File: src/hdl/bfbr_ram.sv
// ----------------------------------------------------------------------------
// bfbr_ram
// generic single-write, single-read memory with registered read data
// ----------------------------------------------------------------------------
module bfbr_ram #(
    parameter int WIDTH = 8,
    parameter int DEPTH = 16
) (
    input  logic                     i_clk,
    input  logic                     i_we,
    input  logic [$clog2(DEPTH)-1:0] i_waddr,
    input  logic [WIDTH-1:0]         i_wdata,
    input  logic [$clog2(DEPTH)-1:0] i_raddr,
    output logic [WIDTH-1:0]         o_rdata
);

    logic [WIDTH-1:0] r_mem [DEPTH];
    logic [WIDTH-1:0] r_rdata;

    always_ff @(posedge i_clk) begin
        if (i_we) begin
            r_mem[i_waddr] <= i_wdata;
        end
        r_rdata <= r_mem[i_raddr];
    end

    assign o_rdata = r_rdata;

endmodule

File: config.mk
export PLATFORM = sky130hd
export DESIGN_NAME = bfbr_ram
export DESIGN_NICKNAME = d
export VERILOG_FILES = /design/src/hdl/bfbr_ram.sv
export SDC_FILE = /design/constraint.sdc
export NUM_CORES = 1
export LEC_CHECK = 0
export BUFFER_PORTS_ARGS = -buffer_cell sky130_fd_sc_hd__buf_2
export CORE_AREA = 2 2 75 149
export DETAILED_ROUTE_END_ITERATION = 8
export DIE_AREA = 0 0 77 151
export PLACE_DENSITY = 0.76
export SLEW_MARGIN = 15
export SYNTH_ARGS = -nofsm -noshare
export SYNTH_HDL_FRONTEND = slang
export SYNTH_SLANG_ARGS = --single-unit
File: constraint.sdc
create_clock -name i_clk -period 5.4 [get_ports i_clk]
set_input_delay 0.81 -clock i_clk [delete_from_list [all_inputs] [get_ports i_clk]]
set_output_delay 0.81 -clock i_clk [all_outputs]
set_load 0.005 [all_outputs]
==> qor.txt <==
Width of the die = 77 µm
CP Class = input pin to flop
Hold Path Origin = r_mem[15][1]
CP endpoint kind = flop
Crit path required time = 5690 ps
Syn Nets = 247
Area Growth Syn to Fin = 17.2%
CP Data Arrival Time = 2600 ps
Setup crit start kind = input pin
Num ports = 26
Synth top area share = 0.747
DR vias/cell = 5.87
Max VDD drop = 361 µV
Cell taking the most area after synthesis = edfxtp_1
Critical path peak fanout = 32
Max clock buf depth = 2
Leakage power = 2.02 nW
DR vias = 2434
Pwr per Cell Area = 419 nW/µm²
TritonCTS Sinks = 136
Hold Path Cell Cnt = 3
Wirelength per Cell = 24.5 µm
RePlAce Congestion = 0.792
Final HPWL DP = 6.46 mm
Fin crit period = 2300 ps
Number of synthesized flops with an enable pin = 128
R2R Path End = o_rdata[2]
Clk_lat worst skew = 410 ps
Slew of the pin with the lowest slew margin = 1090 ps
Ys flop type = edfxtp_1
Period utilisation layout = 0.427
Outcome = finished clean
CTS Hold Bufs = 0
CTS tree = done
R2R setup slack = 4030 ps
Sum Neg Setup Slack = 0 ps
Register area share after synthesis = 0.778
CTS Root Cell = clkbuf_16
# rows = 53
Post-place instance area = 5380 µm²
First-pass GRT wire length = 15.3 mm
Max-slew violations = 0
Port Buffers = 25
Initial antenna violation count = 0
# setup viols final = 0
Remaining DRCs = 0
Max-slew headroom = 0.272
Mapped cell area = 5150 µm²
CTS Buf Count = 17
FMAX = 434 MHz
FF-to-FF path depth = 3
Pre-antenna DRT Iters = 5
HP Class = flop to flop
Die area = 11600 µm²
GR Overflow Total = 0
Post-synth top cells = 128 x edfxtp_1, 18 x mux4_2, 16 x a22oi_1
Unrepaired setup endpoints after global routing = false
Synth Warn # = 0
Most instantiated library cell after synthesis = edfxtp_1
Die Ht = 151 µm
Async SR Flop Fraction = 0
Max-Cap Viols = 0
Synthesized instance count = 229
Initial drt markers = 229
Largest net degree at the start of global routing = 33
H-tree level count = 4
Crit Reg-Reg Startpoint = r_mem[1][2]
Final ANT Viol Nets = 0
Nets@finish = 283
Syn_area_per_cell = 22.5 µm²
Detailed Route WL = 10.2 mm
CTS clock-pin slew for the worst setup and hold paths = 60 ps
Total global-route track usage = 0.190
Core region area = 10500 µm²
ANT cells = 0
Buffer count from post-CTS setup fixing = 0
Vias in the first global route = 2614
Final Hold Fails = 0
Top cells by area, synth = edfxtp_1 75%, mux4_2 7.9%, mux4_1 7.1%
Post-CTS sizing = 0
Flops & latches, synth = 136
Initial Utilization = 0.491
Skew final = 12.5 ps
Worst Hold End = o_rdata[1]
Library cells used by synthesis = 19
Layout cells sized above 1 = 0.288
Design area = 6030 µm²
[state kept, by name, summed over array words and instances (netlist names)]
name,flops
r_mem,128
o_rdata,8
[where the power goes]
part           internal, mW  switching [mW]  leakage [nW]
Clock                 0.821           0.414         0.315
Combinational        0.0422          0.0605         0.483
Sequential             1.18         0.00741          1.22
Total                  2.04           0.482          2.02
[worst max path at each step]
stage                           from     endpoint  slack (ps)  depth (start not counted)
after floorplan           i_waddr[2]  r_mem[0][0]        3100                          2
after global placement    i_waddr[2]  r_mem[0][3]        2540                          3
after detailed placement  i_raddr[0]   o_rdata[2]        2640                          4
after CTS                 i_raddr[0]   o_rdata[6]        3080                          4
after global routing      i_raddr[0]   o_rdata[5]        2930                          4
final                     i_raddr[0]   o_rdata[5]        3100                          4
[cells in the final DEF (no fill, tap or decap)]
cell type	netlist	final
buf_2	3	25
mux4_1	14	14
clkinv_2	0	3
a22oi_1	16	16
nor2b_1	1	1
and2_1	1	1
buf_4	1	2
nand2_1	9	9
clkbuf_16	0	17
edfxtp_1	128	128
nand2b_1	2	2
nor2_1	13	13
nand3b_1	2	2
nor3_1	4	2
clkinvlp_4	0	2
inv_6	0	1
nor3_2	0	2
clkbuf_8	0	4
clkinv_4	0	1
bufinv_16	0	4
or3b_2	1	1
nand3_1	1	1
dfxtp_1	8	8
and2b_1	1	1
mux4_2	18	18
[cells by family after synthesis]
kind of cell | after synthesis | share of synthesized area
AO/OA/AOI/OAI | 16 | 0.0233
flip-flops | 136 | 0.778
AND/OR/NAND/NOR | 35 | 0.0318
buffers and inverters | 10 | 0.0168
multiplexers | 32 | 0.150
[area by class of cell]
cell class,instances,area [µm²]
clock buffer,21,480
clock inverter,11,168
fill,800,4450
multi-input combinational,83,1070
sequential,136,4000
tap,137,171
timing repair buffer,27,140
[metal layers]
metal  routed length [µm]  GRT usage  up-vias
met5                    0          0        -
met2                 5830      0.348      121
met1                 3550      0.205     1248
met4                  247     0.0839        0
li1                     -          -     1048
met3                  535     0.0495       17
[metrics by stage]
step           hold slack [ps]  instances  utilization  total power, mW  setup WS [ps]
3_3_place_gp               645        383        0.513             1.31           2540
3_5_place_dp               672        383        0.514             1.31           2640
5_1_grt                    705        415        0.576             2.60           2930
4_1_cts                    684        415        0.576             2.54           3080
2_1_floorplan              629        229            -             1.27           3100
6_report                   674        415        0.576             2.53           3100
[worst max-delay path, stage by stage]
cell     delay (ps)
buf_2           760
mux4_1          670
a22oi_1         260
nand2_1          90
Note: power is estimated with default switching activity, not from simulation.
