[src/hdl/bfbr_pkg.sv]
// ----------------------------------------------------------------------------
// bfbr_pkg
// shared sizes, codes and helpers of the best-fit buffer reuse planner
// ----------------------------------------------------------------------------
package bfbr_pkg;

    localparam int NUM_BUFFERS = 64;
    localparam int NUM_TENSORS = 256;

    localparam int OP_W   = 1;
    localparam int TID_W  = 8;
    localparam int SIZE_W = 31;
    localparam int CL_W   = 8;
    localparam int ID_W   = 6;
    localparam int ST_W   = 2;
    localparam int TOT_W  = 40;

    localparam int BIDX_W = (NUM_BUFFERS > 1) ? $clog2(NUM_BUFFERS) : 1;
    localparam int CNT_W  = BIDX_W + 1;
    localparam int TIDX_W = (NUM_TENSORS > 1) ? $clog2(NUM_TENSORS) : 1;
    localparam int ENTRY_W = SIZE_W + CL_W;

    localparam logic [OP_W-1:0] OP_REQUEST = 1'b0;
    localparam logic [OP_W-1:0] OP_FREE    = 1'b1;

    localparam logic [ST_W-1:0] ST_OK       = 2'd0;
    localparam logic [ST_W-1:0] ST_FULL     = 2'd1;
    localparam logic [ST_W-1:0] ST_UNMAPPED = 2'd2;

    // control of the shared fit unit
    typedef struct packed {
        logic clear;
        logic step;
    } t_fit_ctl;

    // running best candidate
    typedef struct packed {
        logic              found;
        logic [BIDX_W-1:0] best;
    } t_fit_res;

    // tensor id reduced modulo the tensor table depth, a power of two
    function automatic logic [TIDX_W-1:0] tensor_index(input logic [TID_W-1:0] id);
        logic [31:0] w;
        w = 32'(id) & (32'(NUM_TENSORS) - 32'd1);
        return w[TIDX_W-1:0];
    endfunction

    // low bits of a slot number as reported on the result
    function automatic logic [ID_W-1:0] buf_id(input logic [BIDX_W-1:0] b);
        logic [BIDX_W+ID_W-1:0] w;
        w = {{ID_W{1'b0}}, b};
        return w[ID_W-1:0];
    endfunction

    // saturating running total
    function automatic logic [TOT_W-1:0] sat_add(input logic [TOT_W-1:0] acc,
                                                 input logic [SIZE_W-1:0] inc);
        logic [TOT_W:0] s;
        s = {1'b0, acc} + (TOT_W + 1)'(inc);
        return s[TOT_W] ? {TOT_W{1'b1}} : s[TOT_W-1:0];
    endfunction

endpackage

[src/hdl/bfbr_fit_unit.sv]
// ----------------------------------------------------------------------------
// bfbr_fit_unit
// shared subtract and compare unit that keeps the tightest fitting buffer
// ----------------------------------------------------------------------------
module bfbr_fit_unit
    import bfbr_pkg::*;
(
    input  logic              i_clk,
    input  logic              i_rst_n,
    input  t_fit_ctl          i_ctl,
    input  logic [BIDX_W-1:0] i_idx,
    input  logic [SIZE_W-1:0] i_entry_size,
    input  logic [CL_W-1:0]   i_entry_cluster,
    input  logic              i_entry_free,
    input  logic [SIZE_W-1:0] i_req_size,
    input  logic [CL_W-1:0]   i_req_cluster,
    output t_fit_res          o_res
);

    logic              r_found;
    logic [BIDX_W-1:0] r_best;
    logic [SIZE_W-1:0] r_best_diff;

    logic              eligible;
    logic [SIZE_W-1:0] diff;
    logic              take;

    assign eligible = i_entry_free && (i_entry_cluster == i_req_cluster)
                      && (i_entry_size >= i_req_size);
    assign diff     = i_entry_size - i_req_size;
    // strict less keeps the lowest index on ties
    assign take     = eligible && (!r_found || (diff < r_best_diff));

    always_ff @(posedge i_clk) begin
        if (!i_rst_n) begin
            r_found <= 1'b0;
        end else if (i_ctl.clear) begin
            r_found <= 1'b0;
        end else if (i_ctl.step && take) begin
            r_found <= 1'b1;
        end
    end

    always_ff @(posedge i_clk) begin
        if (i_ctl.step && take && !i_ctl.clear) begin
            r_best      <= i_idx;
            r_best_diff <= diff;
        end
    end

    assign o_res.found = r_found;
    assign o_res.best  = r_best;

endmodule
[config.mk]
export PLATFORM = sky130hd
export DESIGN_NAME = bfbr_fit_unit
export DESIGN_NICKNAME = d
export VERILOG_FILES = /design/src/hdl/bfbr_pkg.sv /design/src/hdl/bfbr_fit_unit.sv
export SDC_FILE = /design/constraint.sdc
export NUM_CORES = 1
export LEC_CHECK = 0
export ABC_AREA = 1
export BUFFER_PORTS_ARGS = -buffer_cell sky130_fd_sc_hd__buf_2
export CORE_AREA = 2 2 106 108
export DETAILED_ROUTE_END_ITERATION = 12
export DIE_AREA = 0 0 108 110
export PLACE_DENSITY = 0.63
export SLEW_MARGIN = 5
export SYNTH_ARGS = -nofsm -noshare
export SYNTH_HDL_FRONTEND = slang
export SYNTH_SLANG_ARGS = --single-unit
[constraint.sdc]
create_clock -name i_clk -period 4.06 [get_ports i_clk]
set_input_delay 0.203 -clock i_clk [delete_from_list [all_inputs] [get_ports i_clk]]
set_output_delay 0.203 -clock i_clk [all_outputs]
set_load 0.02 [all_outputs]
==> results.yml <==
run_status:
  status: "completed"
yosys:
  avgSynthCellArea_um2: 6.96
  ys_seq_area_share_pct: 27.1
  yosysTopAreaCell: "edfxtp_1"
  synth_flop_cell: "edfxtp_1"
  synth_edf_count: 37
  yosys-top-cells-count: "nand2_1 (161), inv_1 (122), ha_1 (61)"
  syn_inst: 599
  synthTopCellsByArea: "edfxtp_1 (27%), ha_1 (18%), nand2_1 (14%)"
  synth_nets: 750
  ys_async_sr_fraction_pct: 0
  yosysMostFrequentCell: "nand2_1"
  synth-seq-cells: 38
  yosys_warnings: 0
  ys_types: 32
  syn_area_um2: 4170
  synth_top_area_share_pct: 26.6
setup_path:
  critical_path_class: "in -> reg"
  critPathMaxFanout: 26
  crit_path_start_kind: "input port"
  arrival_ns: 3.31
  required_ns: 4.03
  worstSetupEndpointType: "flop"
cts:
  cts_root_buffer: "clkbuf_8"
  path_clk_slew_ns: 0.08
  ctsResizeCount: 0
  cts_tree: "yes"
  cts_sinks: 38
  ctsHtreeMaxLevel: 2
  cts_setup_buffers: 0
  clk_path_buf_depth: 2
  cts_hold_buf: 0
  clk_latency_ns: 0.31
  cts_made_buffers: 5
layout:
  diodes: 0
  drive_above_1_share_pct: 18.1
  nets: 853
  area_delta_synth_final_pct: 18.7
  fillers: 1133
die:
  core_um2: 10700
  die_area_um2: 11900
  rows: 38
  initial_core_util_pct: 39.0
  ios: 96
  die_h_um: 110
  die-width_um: 108
global_routing:
  grt_max_degree: 27
  grt_antenna_before_repair: 0
  gr-total-overflow: 0
  grt_first_pass_wirelength_um: 17600
  track_usage_pct: 18.6
  grt_pass1_vias: 3881
timing:
  clock_skew_ns: 0.0127
  rsz0062_at_grt: "false"
  layout_setup_ws_ns: 0.721
  slew_headroom_pct: 74.7
  max_freq_ghz: 0.299
  worstMarginPinSlew_ns: 0.378
  setup_violations: 0
  hold_viol: 0
  slew_viol_final: 0
  setup_tns_ns: 0
  fin_crit_sh_pct: 82.2
  fin_crit_ns: 3.34
route:
  ant_nets: 0
  wl_met3_um: 654
  highest_layer: "met4"
  wl_met2_um: 4950
  vias_per_cell: 4.80
  wl_met1_um: 4990
  drt_iter0_drc: 243
  drt-total-wl_um: 10700
  route.vias.total: 4049
  wl_per_cell_um: 12.7
  first_pass_iters: 5
  drc: 0
place:
  hpwl_um: 9130
  gp_congestion: 0.918
  dpl_worst_slack_ns: 0.396
  io_buffer_count: 95
power_and_ir_drop:
  static-leakage-power_nw: 2.73
  p_sw_mw: 0.483
  max-vdd-ir-drop_uv: 130
  combPwrFrac_pct: 40.0
  seq_power_share_pct: 33.8
  p_clk_share_pct: 26.2
  switching_share_pct: 36.7
  internal_power_mw: 0.834
  p_per_area_nw_per_um2: 266
flow_run:
  cap_violations: 0
hold_path:
  hold_path.class: "in -> reg"
==> cell type report <==
cell class / instances / area, um^2 / area share (%)
clock inverters: 3 / 45.0 / 0.910
well taps: 140 / 175 / 3.54
flip-flops and latches: 38 / 1130 / 22.8
inverters: 129 / 484 / 9.78
multi-input cells: 431 / 2560 / 51.6
clock buffers: 5 / 68.8 / 1.39
repair buffers: 97 / 490 / 9.91
==> power by group through the flow <==
stage,Sequential [mW],Combinational [mW],Clock [mW]
CTS,0.445,0.525,0.353
detailed placement,0.454,0.522,0
finish,0.445,0.527,0.345
global route,0.445,0.603,0.365
floorplan,0.454,0.368,0
global placement,0.454,0.510,0
==> registers in the layout, indices dropped and copies added, names as in the netlist <==
name and cells:
r_best_diff 31, r_best 6, r_found 1
==> placed cells by master (no fill, tap or decap), types with 2 or more instances in the layout <==
| cell | instances |
|---|---|
| buf_2 | 95 |
| edfxtp_1 | 37 |
| o21ai_2 | 3 |
| a21oi_1 | 47 |
| a21oi_2 | 2 |
| o21ai_0 | 11 |
| nor3_1 | 8 |
| nor2_2 | 3 |
| nand3_1 | 29 |
| clkinvlp_4 | 2 |
| xnor2_1 | 10 |
| clkbuf_8 | 5 |
| o21ai_1 | 4 |
| inv_1 | 122 |
| xor2_1 | 14 |
| nand2_1 | 161 |
| nand4_1 | 8 |
| o21bai_1 | 4 |
| nor2_1 | 47 |
| nand2_2 | 2 |
| buf_4 | 2 |
| o21a_1 | 3 |
| a21o_1 | 4 |
| ha_1 | 61 |
| nor2_4 | 2 |
| inv_2 | 7 |
==> routing by layer <==
layer / vias up / global-route usage [%]
li1: 2127 / -
met3: 8 / 2.00
met4: 0 / 4.03
met5: - / 0
met1: 1797 / 25.6
met2: 117 / 31.5
==> path summary, 6_finish.rpt <==
check,startpoint,end,slack (ns),depth (start not counted)
max,i_entry_size[0],r_best_diff[0]$_DFFE_PP_,0.72,20
min,i_idx[3],r_best[3]$_DFFE_PP_,0.08,1
max reg2reg,r_best_diff[4]$_DFFE_PP_,r_best_diff[0]$_DFFE_PP_,1.79,14
min reg2reg,r_found$_SDFFE_PP0P_,r_found$_SDFFE_PP0P_,0.48,2
==> through the flow <==
step	hold slack (ns)	instance area [um^2]	util, %	power, mW	std cells
finish	0.0754	4950	46.3	1.32	843
global route	0.0614	4950	46.3	1.41	843
CTS	0.0656	4950	46.3	1.32	843
detailed placement	0.382	4840	45.2	0.975	835
global placement	0.381	4840	45.2	0.964	835
floorplan	0.302	4170	-	0.822	599
==> worst max-delay path: stages <==
cell,delay (ns)
buf_2,0.08
inv_1,0.03
ha_1,0.20
fa_1,0.43
o21ai_2,0.27
a21oi_2,0.14
o21ai_2,0.21
nand2_1,0.14
nand3_1,0.11
nand2_1,0.08
ha_1,0.30
a21oi_1,0.16
o21a_1,0.13
nand2_1,0.07
a21oi_1,0.11
nand2_1,0.06
nand2_1,0.06
nand2_1,0.08
nor2_4,0.09
buf_4,0.34
==> cell families (layout without fill, tap and decap cells) <==
family                   count (synthesis)  in the layout  synth area share [%]
adder cells (fa/ha/maj)                 62             62                  18.8
AND/OR/NAND/NOR                        263            263                  26.0
buffers and inverters                  130            234                  11.8
flip-flops                              38             38                  27.1
XOR/XNOR                                24             24                  5.04
AO/OA/AOI/OAI                           82             82                  11.3
(Power assumes the default switching activity.)
